**src/hdl/clpc_pkg.sv**
```systemverilog
// Types, constants and helper functions of the character LCD controller.
`timescale 1ns / 1ps
`default_nettype none

package clpc_pkg;

  // Character buffer and power-on wait sizing.
  localparam int BUF_DEPTH      = 32;
  localparam int BUF_AW         = $clog2(BUF_DEPTH);
  localparam int POWER_ON_TICKS = 16;
  localparam logic [4:0] POT_LAST = 5'(POWER_ON_TICKS - 1);

  // Item modes.
  localparam logic [2:0] MODE_TICK     = 3'd0;
  localparam logic [2:0] MODE_START    = 3'd1;
  localparam logic [2:0] MODE_LOAD     = 3'd2;
  localparam logic [2:0] MODE_WRITE    = 3'd3;
  localparam logic [2:0] MODE_WRITE_XY = 3'd4;
  localparam logic [2:0] MODE_CLEAR    = 3'd5;
  localparam logic [2:0] MODE_CURSOR   = 3'd6;

  // Configuration register indexes.
  localparam logic [2:0] CFG_DISPLAY_ON    = 3'd0;
  localparam logic [2:0] CFG_CURSOR_ON     = 3'd1;
  localparam logic [2:0] CFG_BLINK_ON      = 3'd2;
  localparam logic [2:0] CFG_ADDR_INC      = 3'd3;
  localparam logic [2:0] CFG_DISPLAY_SHIFT = 3'd4;
  localparam logic [2:0] CFG_EIGHT_BIT     = 3'd5;
  localparam logic [2:0] CFG_TWO_LINES     = 3'd6;
  localparam logic [2:0] CFG_TALL_FONT     = 3'd7;

  // Status codes shown on the result ports.
  localparam logic [1:0] LCD_ST_OFF  = 2'd0;
  localparam logic [1:0] LCD_ST_INIT = 2'd1;
  localparam logic [1:0] LCD_ST_OPER = 2'd2;
  localparam logic [1:0] REQ_ST_NONE = 2'd0;
  localparam logic [1:0] REQ_ST_BUSY = 2'd1;
  localparam logic [1:0] REQ_ST_DONE = 2'd2;

  // LCD command bytes and line base addresses.
  localparam logic [7:0] CMD_CLEAR     = 8'h01;
  localparam logic [7:0] CMD_ENTRY     = 8'h04;
  localparam logic [7:0] CMD_DISPLAY   = 8'h08;
  localparam logic [7:0] CMD_FUNCTION  = 8'h20;
  localparam logic [7:0] LINE0_BASE    = 8'h80;
  localparam logic [7:0] LINE1_BASE    = 8'hC0;

  typedef enum logic [2:0] {
    TOP_OFF  = 3'b001,
    TOP_INIT = 3'b010,
    TOP_OPER = 3'b100
  } top_state_t;

  typedef enum logic [4:0] {
    INIT_WAIT  = 5'b00001,
    INIT_FUNC  = 5'b00010,
    INIT_DISP  = 5'b00100,
    INIT_CLEAR = 5'b01000,
    INIT_ENTRY = 5'b10000
  } init_state_t;

  typedef enum logic [2:0] {
    REQ_NONE = 3'b001,
    REQ_BUSY = 3'b010,
    REQ_DONE = 3'b100
  } req_state_t;

  typedef enum logic [2:0] {
    XY_READY  = 3'b001,
    XY_CURSOR = 3'b010,
    XY_CHARS  = 3'b100
  } xy_state_t;

  typedef enum logic [1:0] {
    KIND_WRITE  = 2'd0,
    KIND_CLEAR  = 2'd1,
    KIND_CURSOR = 2'd2,
    KIND_XY     = 2'd3
  } req_kind_t;

  // Enable strobe sequencer state together with the pin levels it drives.
  typedef struct packed {
    logic       low;
    logic       started;
    logic       rs;
    logic       en;
    logic [7:0] data;
  } strb_t;

  // One result item.
  typedef struct packed {
    logic       rs;
    logic       en;
    logic [7:0] data;
    logic [1:0] lcd_status;
    logic [1:0] req_status;
    logic       done;
  } res_t;

  // First call raises E with the new byte; second call drops E.
  function automatic strb_t strobe_f(strb_t s, logic rs, logic [7:0] b);
    strb_t o;
    o = s;
    if (!s.low) begin
      o.data    = b;
      o.rs      = rs;
      o.en      = 1'b1;
      o.low     = 1'b1;
      o.started = 1'b1;
    end else begin
      o.en  = 1'b0;
      o.low = 1'b0;
    end
    return o;
  endfunction

  function automatic logic strobe_done_f(strb_t s);
    return !s.low && s.started;
  endfunction

  function automatic logic [1:0] lcd_code_f(top_state_t t);
    logic [1:0] c;
    case (t)
      TOP_INIT: c = LCD_ST_INIT;
      TOP_OPER: c = LCD_ST_OPER;
      default:  c = LCD_ST_OFF;
    endcase
    return c;
  endfunction

  function automatic logic [1:0] req_code_f(req_state_t r);
    logic [1:0] c;
    case (r)
      REQ_BUSY: c = REQ_ST_BUSY;
      REQ_DONE: c = REQ_ST_DONE;
      default:  c = REQ_ST_NONE;
    endcase
    return c;
  endfunction

endpackage

`default_nettype wire

```
**src/hdl/char_lcd_parallel_controller_top.sv**
```systemverilog
// Each result is registered in the output stage: in the main register or, while that is held, in the skid register.
// Throughput: one item per cycle while the skid register is empty; each item is a single read-modify-write of the
// controller registers, with the character buffer read port prefetching the next byte.
// A two-entry output stage lets input keep flowing while a result waits to be taken.
// Reset (synchronous, active low) clears all control state and the output stage;
// the character buffer is not cleared and holds garbage until loaded.
`timescale 1ns / 1ps
`default_nettype none

module char_lcd_parallel_controller_top (
  input  wire logic       clk,
  input  wire logic       rst_n,
  // Input channel
  input  wire logic       in_valid,
  output logic            in_ready,
  input  wire logic [2:0] in_mode,
  input  wire logic [4:0] in_char_index,
  input  wire logic [7:0] in_char_value,
  input  wire logic [5:0] in_length,
  input  wire logic [5:0] in_column,
  input  wire logic [1:0] in_row,
  // Result channel
  output logic            out_valid,
  input  wire logic       out_ready,
  output logic            out_reg_select,
  output logic            out_read_write,
  output logic            out_enable_pin,
  output logic [7:0]      out_data_bus,
  output logic [1:0]      out_lcd_status,
  output logic [1:0]      out_request_status,
  output logic            out_request_done,
  // Configuration write channel
  input  wire logic       cfg_valid,
  output logic            cfg_ready,
  input  wire logic [2:0] cfg_index,
  input  wire logic       cfg_data
);

  // Configuration registers.
  logic cfg_display_on_r, cfg_cursor_on_r, cfg_blink_on_r, cfg_addr_inc_r;
  logic cfg_display_shift_r, cfg_eight_bit_r, cfg_two_lines_r, cfg_tall_font_r;

  // Controller state.
  clpc_pkg::top_state_t  top_r, top_nxt;
  clpc_pkg::init_state_t init_r, init_nxt;
  clpc_pkg::req_state_t  req_r, req_nxt;
  clpc_pkg::xy_state_t   xy_r, xy_nxt;
  clpc_pkg::req_kind_t   kind_r, kind_nxt;
  clpc_pkg::strb_t       strb_r, strb_nxt;
  logic [4:0] pot_r, pot_nxt;
  logic [5:0] ptr_r, ptr_nxt;
  logic [5:0] len_r, len_nxt;
  logic [5:0] col_r, col_nxt;
  logic [1:0] row_r, row_nxt;

  // Character buffer and its registered read data.
  logic [7:0] buf_mem [clpc_pkg::BUF_DEPTH];
  logic [7:0] rd_r;
  logic       mem_we;
  logic [clpc_pkg::BUF_AW-1:0] mem_raddr;

  // Output stage.
  clpc_pkg::res_t out_r, skid_r, res;
  logic out_valid_r, skid_valid_r;
  logic in_fire, out_fire, pulse, fin, free_now;

  // Strobe candidates for each kind of byte.
  clpc_pkg::strb_t func_strb, disp_strb, clear_strb, entry_strb, char_strb, cursor_strb;
  logic [7:0] func_byte, disp_byte, entry_byte;

  assign in_ready  = !skid_valid_r;
  assign in_fire   = in_valid && in_ready;
  assign out_fire  = out_valid_r && out_ready;
  assign cfg_ready = 1'b1;
  assign free_now  = (req_r != clpc_pkg::REQ_BUSY);

  // Command bytes built from the configuration bits.
  assign func_byte  = clpc_pkg::CMD_FUNCTION | {3'b000, cfg_eight_bit_r, cfg_two_lines_r,
                                                cfg_tall_font_r, 2'b00};
  assign disp_byte  = clpc_pkg::CMD_DISPLAY | {5'b00000, cfg_display_on_r, cfg_cursor_on_r,
                                               cfg_blink_on_r};
  assign entry_byte = clpc_pkg::CMD_ENTRY | {6'b000000, cfg_addr_inc_r, cfg_display_shift_r};

  assign func_strb  = clpc_pkg::strobe_f(strb_r, 1'b0, func_byte);
  assign disp_strb  = clpc_pkg::strobe_f(strb_r, 1'b0, disp_byte);
  assign clear_strb = clpc_pkg::strobe_f(strb_r, 1'b0, clpc_pkg::CMD_CLEAR);
  assign entry_strb = clpc_pkg::strobe_f(strb_r, 1'b0, entry_byte);
  assign char_strb  = clpc_pkg::strobe_f(strb_r, 1'b1, rd_r);

  // Rows past the second send nothing and leave the strobe untouched.
  always_comb begin
    case (row_r)
      2'd0:    cursor_strb = clpc_pkg::strobe_f(strb_r, 1'b0,
                                                clpc_pkg::LINE0_BASE + {2'b00, col_r});
      2'd1:    cursor_strb = clpc_pkg::strobe_f(strb_r, 1'b0,
                                                clpc_pkg::LINE1_BASE + {2'b00, col_r});
      default: cursor_strb = strb_r;
    endcase
  end

  // Next-state logic for one accepted item.
  always_comb begin
    top_nxt  = top_r;
    init_nxt = init_r;
    req_nxt  = req_r;
    xy_nxt   = xy_r;
    kind_nxt = kind_r;
    strb_nxt = strb_r;
    pot_nxt  = pot_r;
    ptr_nxt  = ptr_r;
    len_nxt  = len_r;
    col_nxt  = col_r;
    row_nxt  = row_r;
    mem_we   = 1'b0;
    pulse    = 1'b0;
    fin      = 1'b0;
    if (in_fire) begin
      case (in_mode)
        clpc_pkg::MODE_TICK: begin
          if (top_r == clpc_pkg::TOP_INIT) begin
            case (init_r)
              clpc_pkg::INIT_WAIT: begin
                if (pot_r == clpc_pkg::POT_LAST) init_nxt = clpc_pkg::INIT_FUNC;
                pot_nxt = pot_r + 5'd1;
              end
              clpc_pkg::INIT_FUNC: begin
                strb_nxt = func_strb;
                if (clpc_pkg::strobe_done_f(func_strb)) init_nxt = clpc_pkg::INIT_DISP;
              end
              clpc_pkg::INIT_DISP: begin
                strb_nxt = disp_strb;
                if (clpc_pkg::strobe_done_f(disp_strb)) init_nxt = clpc_pkg::INIT_CLEAR;
              end
              clpc_pkg::INIT_CLEAR: begin
                strb_nxt = clear_strb;
                if (clpc_pkg::strobe_done_f(clear_strb)) init_nxt = clpc_pkg::INIT_ENTRY;
              end
              default: begin
                // Entry mode is the last init byte; it stays here for good.
                strb_nxt = entry_strb;
                if (clpc_pkg::strobe_done_f(entry_strb)) top_nxt = clpc_pkg::TOP_OPER;
              end
            endcase
          end else if (top_r == clpc_pkg::TOP_OPER) begin
            if (req_r == clpc_pkg::REQ_DONE) req_nxt = clpc_pkg::REQ_NONE;
            if (req_r == clpc_pkg::REQ_BUSY) begin
              case (kind_r)
                clpc_pkg::KIND_CLEAR: begin
                  strb_nxt = clear_strb;
                  fin      = clpc_pkg::strobe_done_f(clear_strb);
                end
                clpc_pkg::KIND_XY: begin
                  case (xy_r)
                    clpc_pkg::XY_READY: xy_nxt = clpc_pkg::XY_CURSOR;
                    clpc_pkg::XY_CURSOR: begin
                      strb_nxt = cursor_strb;
                      if (clpc_pkg::strobe_done_f(cursor_strb)) xy_nxt = clpc_pkg::XY_CHARS;
                    end
                    default: begin
                      strb_nxt = char_strb;
                      if (clpc_pkg::strobe_done_f(char_strb)) begin
                        ptr_nxt = ptr_r + 6'd1;
                        if (ptr_nxt == len_r) xy_nxt = clpc_pkg::XY_READY;
                      end
                    end
                  endcase
                  fin = (ptr_nxt == len_r);
                end
                clpc_pkg::KIND_WRITE: begin
                  strb_nxt = char_strb;
                  if (clpc_pkg::strobe_done_f(char_strb)) begin
                    ptr_nxt = ptr_r + 6'd1;
                    if (ptr_nxt == len_r) xy_nxt = clpc_pkg::XY_READY;
                  end
                  fin = (ptr_nxt == len_r);
                end
                default: begin
                  strb_nxt = cursor_strb;
                  fin      = clpc_pkg::strobe_done_f(cursor_strb);
                end
              endcase
              if (fin) req_nxt = clpc_pkg::REQ_DONE;
              pulse = fin;
            end
          end
        end
        clpc_pkg::MODE_START: top_nxt = clpc_pkg::TOP_INIT;
        clpc_pkg::MODE_LOAD:  mem_we = 1'b1;
        clpc_pkg::MODE_WRITE, clpc_pkg::MODE_WRITE_XY: begin
          if (free_now && (in_length != 6'd0)) begin
            req_nxt  = clpc_pkg::REQ_BUSY;
            kind_nxt = (in_mode == clpc_pkg::MODE_WRITE) ? clpc_pkg::KIND_WRITE
                                                         : clpc_pkg::KIND_XY;
            ptr_nxt  = 6'd0;
            len_nxt  = in_length;
            if (in_mode == clpc_pkg::MODE_WRITE_XY) begin
              col_nxt = in_column;
              row_nxt = in_row;
            end
          end
        end
        clpc_pkg::MODE_CLEAR: begin
          if (free_now) begin
            req_nxt  = clpc_pkg::REQ_BUSY;
            kind_nxt = clpc_pkg::KIND_CLEAR;
          end
        end
        clpc_pkg::MODE_CURSOR: begin
          if (free_now) begin
            req_nxt  = clpc_pkg::REQ_BUSY;
            kind_nxt = clpc_pkg::KIND_CURSOR;
            col_nxt  = in_column;
            row_nxt  = in_row;
          end
        end
        default: ;
      endcase
    end
  end

  // Result item formed from the updated state.
  always_comb begin
    res.rs         = strb_nxt.rs;
    res.en         = strb_nxt.en;
    res.data       = strb_nxt.data;
    res.lcd_status = clpc_pkg::lcd_code_f(top_nxt);
    res.req_status = clpc_pkg::req_code_f(req_nxt);
    res.done       = pulse;
  end

  // Controller state registers.
  always_ff @(posedge clk) begin
    if (!rst_n) begin
      top_r  <= clpc_pkg::TOP_OFF;
      init_r <= clpc_pkg::INIT_WAIT;
      req_r  <= clpc_pkg::REQ_NONE;
      xy_r   <= clpc_pkg::XY_READY;
      kind_r <= clpc_pkg::KIND_WRITE;
      strb_r <= '0;
      pot_r  <= '0;
      ptr_r  <= '0;
      len_r  <= '0;
      col_r  <= '0;
      row_r  <= '0;
    end else begin
      top_r  <= top_nxt;
      init_r <= init_nxt;
      req_r  <= req_nxt;
      xy_r   <= xy_nxt;
      kind_r <= kind_nxt;
      strb_r <= strb_nxt;
      pot_r  <= pot_nxt;
      ptr_r  <= ptr_nxt;
      len_r  <= len_nxt;
      col_r  <= col_nxt;
      row_r  <= row_nxt;
    end
  end

  // Configuration writes.
  always_ff @(posedge clk) begin
    if (!rst_n) begin
      cfg_display_on_r    <= 1'b1;
      cfg_cursor_on_r     <= 1'b0;
      cfg_blink_on_r      <= 1'b0;
      cfg_addr_inc_r      <= 1'b1;
      cfg_display_shift_r <= 1'b0;
      cfg_eight_bit_r     <= 1'b1;
      cfg_two_lines_r     <= 1'b1;
      cfg_tall_font_r     <= 1'b0;
    end else if (cfg_valid && cfg_ready) begin
      case (cfg_index)
        clpc_pkg::CFG_DISPLAY_ON:    cfg_display_on_r    <= cfg_data;
        clpc_pkg::CFG_CURSOR_ON:     cfg_cursor_on_r     <= cfg_data;
        clpc_pkg::CFG_BLINK_ON:      cfg_blink_on_r      <= cfg_data;
        clpc_pkg::CFG_ADDR_INC:      cfg_addr_inc_r      <= cfg_data;
        clpc_pkg::CFG_DISPLAY_SHIFT: cfg_display_shift_r <= cfg_data;
        clpc_pkg::CFG_EIGHT_BIT:     cfg_eight_bit_r     <= cfg_data;
        clpc_pkg::CFG_TWO_LINES:     cfg_two_lines_r     <= cfg_data;
        clpc_pkg::CFG_TALL_FONT:     cfg_tall_font_r     <= cfg_data;
        default: ;
      endcase
    end
  end

  // Buffer port: the read always targets the next pointer so that rd_r holds
  // the byte at the current pointer; a load to that slot is forwarded.
  assign mem_raddr = ptr_nxt[clpc_pkg::BUF_AW-1:0];

  always_ff @(posedge clk) begin
    if (mem_we) begin
      buf_mem[in_char_index] <= in_char_value;
    end
    if (mem_we && (in_char_index == mem_raddr)) begin
      rd_r <= in_char_value;
    end else begin
      rd_r <= buf_mem[mem_raddr];
    end
  end

  // Two-entry output stage: main register plus skid register.
  always_ff @(posedge clk) begin
    if (!rst_n) begin
      out_valid_r  <= 1'b0;
      skid_valid_r <= 1'b0;
    end else if (skid_valid_r) begin
      if (out_fire) begin
        skid_valid_r <= 1'b0;
      end
    end else if (in_fire) begin
      if (out_valid_r && !out_ready) begin
        skid_valid_r <= 1'b1;
      end else begin
        out_valid_r <= 1'b1;
      end
    end else if (out_fire) begin
      out_valid_r <= 1'b0;
    end
  end

  always_ff @(posedge clk) begin
    if (skid_valid_r) begin
      if (out_fire) out_r <= skid_r;
    end else if (in_fire) begin
      if (out_valid_r && !out_ready) begin
        skid_r <= res;
      end else begin
        out_r <= res;
      end
    end
  end

  assign out_valid          = out_valid_r;
  assign out_reg_select     = out_r.rs;
  assign out_read_write     = 1'b0;
  assign out_enable_pin     = out_r.en;
  assign out_data_bus       = out_r.data;
  assign out_lcd_status     = out_r.lcd_status;
  assign out_request_status = out_r.req_status;
  assign out_request_done   = out_r.done;

endmodule

`default_nettype wire

```
**config.mk**
```make
export PLATFORM = sky130hd
export DESIGN_NAME = char_lcd_parallel_controller_top
export DESIGN_NICKNAME = d
export VERILOG_FILES = /design/src/hdl/clpc_pkg.sv /design/src/hdl/char_lcd_parallel_controller_top.sv
export SDC_FILE = /design/constraint.sdc
export NUM_CORES = 1
export LEC_CHECK = 0
export ABC_AREA = 1
export BUFFER_PORTS_ARGS = -buffer_cell sky130_fd_sc_hd__buf_2
export CAP_MARGIN = 40
export CORE_AREA = 2 2 173 175
export CTS_CLUSTER_SIZE = 20
export DETAILED_ROUTE_END_ITERATION = 10
export DIE_AREA = 0 0 175 177
export GPL_ROUTABILITY_DRIVEN = 0
export MAX_ROUTING_LAYER = met4
export PLACE_DENSITY_LB_ADDON = 0.05
export SLEW_MARGIN = 20
export SYNTH_ARGS = -nofsm -noshare
export SYNTH_HDL_FRONTEND = slang
export SYNTH_SLANG_ARGS = --single-unit
export TNS_END_PERCENT = 20
```
**constraint.sdc**
```tcl
create_clock -name clk -period 2.6 [get_ports clk]
set_clock_uncertainty 0.1 [all_clocks]
set_input_delay 0.65 -clock clk [delete_from_list [all_inputs] [get_ports clk]]
set_output_delay 0.65 -clock clk [all_outputs]
set_load 0.005 [all_outputs]
```
==> results of run 1 <==
[placed cells by master, fill, tap and decap left out, types with 9 or more instances in the layout]
master,synthesis,layout
dfxtp_1,68,63
edfxtp_1,286,286
buf_2,27,55
nand3_1,141,141
inv_1,112,111
nand2_1,204,204
inv_2,14,14
o21ai_0,203,197
nor3_1,10,10
a21oi_1,67,64
o221ai_1,12,12
nor2_1,312,310
o211ai_1,40,40
buf_4,8,74
buf_12,0,9
clkbuf_16,0,42
o21ai_1,7,13
nand4_1,15,15
[final cells by class]
type	count	area share, %
Clock buffer	47	5.49
Clock inverter	18	0.812
Inverter	126	2.60
Multi-Input combinational cell	1084	28.3
Sequential cell	354	53.8
Tap cell	390	2.64
Timing Repair Buffer	145	6.29
[logic make-up after synthesis]
kind of cell	share of synthesized area [%]
buffers and inverters	5.50
adders and majority gates	0.546
other	0.0469
DFF	62.1
xor gates and xnor gates	0.109
AOI/OAI and AO/OA	13.1
and+or+nand+nor	18.6
[sequential cells by signal (all words and copies together) (netlist names), 2 cells and up, named ones only]
name                cells
kind_r                  2
top_r                   3
out_lcd_status          2
pot_r                   5
col_r                   6
out_data_bus            8
row_r                   2
out_request_status      2
ptr_r                   6
strb_r                 12
buf_mem               256
req_r                   3
skid_r                 15
xy_r                    3
init_r                  5
len_r                   6
[critical path, delay by kind of cell (launching register included)]
family	cells	cell delay, ns
flops	1	0.43
buf+inv	2	0.24
simple gates	5	0.76
compound gates	5	0.68
[through the flow]
step / std cells / power [mW] / util [%] / instance area, µm²
floorplan: 1646 / 6.61 / - / 16000
global placement: 2095 / 6.87 / 58.7 / 17200
detailed placement: 2095 / 6.87 / 58.7 / 17200
CTS: 2160 / 11.9 / 62.7 / 18300
global route: 2164 / 12.2 / 63.2 / 18500
finish: 2164 / 11.8 / 63.2 / 18500
[final timing paths]
| check | start | end | slack (ns) | depth (start not counted) |
|---|---|---|---|---|
| worst max-delay path | flip-flop | out_data_bus[5]$_DFFE_PP_ | 0.11 | 12 |
| worst min-delay path | rst_n | cfg_addr_inc_r$_SDFFE_PN1P_ | 0.28 | 2 |
| worst min register to register | pot_r[3]$_SDFFE_PN0P_ | pot_r[3]$_SDFFE_PN0P_ | 0.37 | 2 |
| worst max register to register | flip-flop | out_data_bus[5]$_DFFE_PP_ | 0.11 | 12 |
[per-layer routing]
layer / track usage [%] / routed length (µm)
met1: 40.7 / 19100
met2: 42.1 / 19000
met3: 3.80 / 3360
met4: 6.25 / 773
met5: - / 0
[power groups by stage]
stage | Combinational [mW] | Clock, mW | Sequential (mW)
global placement | 0.539 | 0 | 6.33
CTS | 0.549 | 5.16 | 6.21
finish | 0.555 | 5.08 | 6.21
global route | 0.623 | 5.38 | 6.21
floorplan | 0.290 | 0 | 6.32
detailed placement | 0.545 | 0 | 6.33
[what timing repair did]
| item | in CTS | in global routing |
|---|---|---|
| resized for setup | 0 | 29 |
| buffers inserted | 0 | 1 |
| endpoints found under the setup margin | 0 | 15 |
==> results.py, run 1 <==
metrics = {
    "power": {
        "p_seq_share_pct": 52.4,
        "power.density_nw_per_um2": 641,
        "switching_share_pct": 21.4,
        "power_frac_clock_pct": 42.9,
        "ir_drop_v": 0.000542,
        "intPower_mw": 9.31,
        "comb_power_share_pct": 4.7,
        "p_leak_nw": 6.85,
        "p_sw_mw": 2.54,
    },
    "setup_path": {
        "cp.arrival_ns": 2.65,
        "critPathKind": "reg2reg",
        "path_cells": "inv_8 -> buf_12 -> o21ai_0 -> o211ai_1 -> nand3_1 -> nand3_1 -> nand3_1 -> o21ai_0 -> nand2_1 -> o311ai_0 -> nand2_1 -> a31oi_1",
        "startpoint_type": "flip-flop",
        "path_max_fanout": 22,
        "required_ns": 2.76,
        "critical_path.max_stage_delay_ns": 0.43,
        "cp_slowest_cell": "dfxtp_4",
        "crit_path_end_kind": "flip-flop",
        "crit_top_cell": "nand3_1",
    },
    "die": {
        "die_w_um": 175,
        "ioPinCount": 58,
        "die_y_um": 177,
        "core_um2": 29200,
        "die-area_um2": 31000,
        "start_util_pct": 54.8,
        "num_rows": 63,
    },
    "clock_tree": {
        "clkTransAtPathRegs_ns": 0.06,
        "cts_tree": "built",
        "clock_latency_ns": 0.53,
        "cts_buffers": 37,
        "clock_sinks": 354,
        "hold_buffers": 0,
        "h-tree-depth": 2,
        "cts_buffer_depth": 3,
        "cts-root-buf": "clkbuf_16",
    },
    "drt": {
        "routed_wl_um": 42200,
        "firstDrtPassIters": 8,
        "viasPerCell": 5.77,
        "wl_per_cell_um": 19.5,
        "ant_nets": 0,
        "drtIter0Drc": 1392,
        "drc": 0,
        "vias": 12476,
    },
    "layout": {
        "nNetsFinal": 1794,
        "drive_gt1_share_pct": 14.0,
        "multi_input_area_um2": 5240,
        "antenna_cells": 0,
        "area_delta_synth_final_pct": 15.4,
        "nFillCells": 2394,
        "seq_area_um2": 9960,
    },
    "yosys": {
        "synth-seq-area-share_pct": 62.1,
        "ys_types": 53,
        "synth_edf_count": 286,
        "netlist.area_leader.share_pct": 53.6,
        "synth_nets": 1692,
        "synth_common_cells": "312 x nor2_1, 286 x edfxtp_1, 204 x nand2_1",
        "yosysMostFrequentCell": "nor2_1",
        "synthArstFlopShare_pct": 0,
        "syn_inst": 1646,
        "avgSynthCellArea_um2": 9.74,
        "synth_top_area_cell": "edfxtp_1",
        "ys_ff_latch": 354,
        "synth_area_um2": 16000,
        "ys_top_cells_by_area": "edfxtp_1 54%, dfxtp_1 8.5%, nor2_1 7.3%",
        "ys.flop_type": "edfxtp_1",
        "yosysWarnings": 0,
    },
    "timing": {
        "hold_viol": 0,
        "fin_setup_tns_ns": 0,
        "slew_headroom_pct": 47.4,
        "final-max-slew-violation-count": 0,
        "setup_viol": 0,
        "finalWorstSetupSlack_ns": 0.110,
        "fmax_ghz": 0.402,
        "whs_ns": 0.279,
        "period_needed_ns": 2.49,
        "fin_crit_sh_pct": 95.8,
        "worstMarginPinSlew_ns": 0.790,
        "grt_setup_unrepaired": "false",
    },
    "worst_hold_path": {
        "hp-class": "in2reg",
    },
    "global_routing": {
        "antenna_found_initial": 0,
        "track_usage_pct": 27.9,
        "grt_pass1_wl_um": 64800,
        "globalRouteOverflowTotal": 0,
        "grt_pass1_vias": 11776,
        "grt_max_degree": 74,
    },
    "outcome": {
        "status": "completed",
    },
    "flow_run": {
        "maxCapViolCount": 0,
    },
    "placement": {
        "dp_hpwl_um": 27200,
        "numPortBuffers": 55,
        "dp_slack_ns": 0.0143,
    },
}
(Power assumes the default switching activity.)
==> run 2: changes to the inputs <==
Settings changed: CORE_AREA 2 2 173 175 to 2 2 183 185, CTS_CLUSTER_DIAMETER set to 60, CTS_CLUSTER_SIZE 20 to unset, DIE_AREA 0 0 175 177 to 0 0 185 187.
==> run 2 against run 1 <==
Effect of this change:
- wire length up 1.3%
- cell area up 1.2%
- combinational power down 1%
- largest power group unchanged
- die area up 12%
- fmax down 0.38%
==> results.py, run 2 (synthesis results as in run 1) <==
metrics = {
    "outcome": {
        "status": "completed",
    },
    "power": {
        "p_total_mw": 12.2,
        "p_leak_nw": 6.93,
        "power.density_nw_per_um2": 650,
        "ir_drop_v": 0.000495,
    },
    "timing": {
        "fmax_ghz": 0.400,
        "fin_crit_sh_pct": 96.1,
        "whs_ns": 0.282,
        "setup_viol": 0,
        "finalWorstSetupSlack_ns": 0.100,
        "worstMarginPinSlew_ns": 0.771,
        "hold_viol": 0,
        "period_needed_ns": 2.50,
        "slew_headroom_pct": 48.6,
        "final-max-slew-violation-count": 0,
        "grt_setup_unrepaired": "true",
    },
    "placement": {
        "dp.cells": 2157,
        "numPortBuffers": 55,
        "place_area_um2": 17200,
        "dp_hpwl_um": 27300,
        "dp_slack_ns": -0.0133,
    },
    "layout": {
        "layout_common_cells": "311 x nor2_1, 286 x edfxtp_1, 204 x nand2_1, 201 x o21ai_0, 138 x nand3_1",
        "regMostFlops": "buf_mem",
        "nNetsFinal": 1805,
        "reg.largest.list": "buf_mem (256), skid_r (15), strb_r (12)",
        "largest_register_ffs": 256,
        "drive_gt1_share_pct": 14.4,
        "area_delta_synth_final_pct": 16.8,
        "mostFrequentLayoutCell": "nor2_1",
        "fin_area_um2": 18700,
        "stdcell_count": 2236,
    },
    "clock_tree": {
        "clkTransAtPathRegs_ns": 0.06,
        "cts_buffer_depth": 3,
        "hold_buffers": 0,
        "cts_tree": "built",
        "clock_latency_ns": 0.54,
        "clock_sinks": 354,
        "cts-root-buf": "clkbuf_16",
        "cts_buffers": 40,
        "h-tree-depth": 2,
    },
    "setup_path": {
        "startpoint_type": "flip-flop",
        "required_ns": 2.78,
        "critPathKind": "reg2reg",
        "path_max_fanout": 35,
        "crit_path_end_kind": "flip-flop",
        "cp.arrival_ns": 2.68,
        "rr_endpoint": "out_data_bus[3]$_DFFE_PP_",
        "reg2reg_slack_ns": 0.10,
        "r2r_cells": 12,
    },
    "die": {
        "core_um2": 32900,
        "die-area_um2": 34600,
        "die_w_um": 185,
        "ioPinCount": 58,
        "start_util_pct": 48.8,
        "die_y_um": 187,
        "num_rows": 67,
    },
    "drt": {
        "ant_nets": 0,
        "wl_per_cell_um": 19.1,
        "firstDrtPassIters": 6,
        "vias": 12308,
        "viasPerCell": 5.50,
        "routed_wl_um": 42800,
        "drc": 0,
        "drtIter0Drc": 1217,
    },
    "global_routing": {
        "grt_max_degree": 71,
        "globalRouteOverflowTotal": 0,
        "antenna_found_initial": 1,
        "grt_pass1_vias": 11470,
        "track_usage_pct": 25.1,
        "grt_pass1_wl_um": 65000,
    },
    "worst_hold_path": {
        "min_to": "len_r[1]$_SDFFE_PN0P_",
        "hp-start": "in_length[1]",
        "hp-class": "in2reg",
        "whs_path_depth": 3,
    },
    "flow_run": {
        "maxCapViolCount": 0,
    },
}
## run 2: cell types whose count changed in the layout (fill, tap and decap cells not counted), moves of 3 or more
cell       delta
buf_4         +8
clkbuf_1      +6
clkbuf_16     +4
nand3_1       -3
nand3_2       +3
o21ai_0       +4
o21ai_1       -5
## run 2: how the worst max path moves through the flow
stage / from / to / slack, ns / depth (start not counted)
after floorplan: in_valid / buf_mem[0][0]$_DFFE_PP_ / 0.15 / 6
after global placement: in_mode[0] / buf_mem[17][4]$_DFFE_PP_ / 0.03 / 8
after detailed placement: in_mode[0] / buf_mem[16][1]$_DFFE_PP_ / -0.01 / 8
after CTS: flip-flop / out_data_bus[5]$_DFFE_PP_ / 0.11 / 12
after global routing: flip-flop / out_data_bus[3]$_DFFE_PP_ / -0.06 / 12
final: flip-flop / out_data_bus[3]$_DFFE_PP_ / 0.10 / 12
## run 2: layout make-up
class	count	area (µm²)
Sequential cell	354	9960
Clock buffer	54	1070
Antenna cell	1	2.50
Clock inverter	16	169
Inverter	126	478
Timing Repair Buffer	153	1240
Tap cell	448	561
Multi-Input combinational cell	1084	5230
Fill cell	2942	14100
## run 2: worst max-delay path: stages, from the launching register on
cell,delay [ns]
dfxtp_4,0.41
buf_12,0.15
clkbuf_16,0.21
o21ai_0,0.18
o22ai_1,0.12
o211ai_1,0.25
nand3_1,0.17
nand3_1,0.15
o21ai_0,0.09
a21oi_1,0.20
o21ai_2,0.11
nand2_1,0.08
nand2_1,0.04
## run 2: repair_timing
action	in CTS	in global routing
gates resized for setup	0	18
buffers inserted	0	3
setup endpoints to repair	0	14
## run 2: report_power, final
group | switching [mW] | internal [mW]
clock network | 2.21 | 3.20
registers | 0.0307 | 6.18
logic | 0.382 | 0.166
total | 2.62 | 9.55
## run 2: stage by stage
stage | utilization [%] | setup TNS [ns]
finish | 57.0 | 0
global route | 57.0 | -0.194
CTS | 56.2 | 0
detailed placement | 52.5 | -0.122
global placement | 52.5 | 0
floorplan | - | 0
## run 2: routing by layer
metal  up-vias  global-route usage, %  routed length (µm)  part of all wire (%)
met5         -                      -                   0                     0
met4         0                   6.17                1000                   2.3
met3        62                   3.29                2780                   6.5
met2       405                   35.7               18300                    43
met1      5877                   38.2               20600                    48
li1       5964                      -                   -                     -
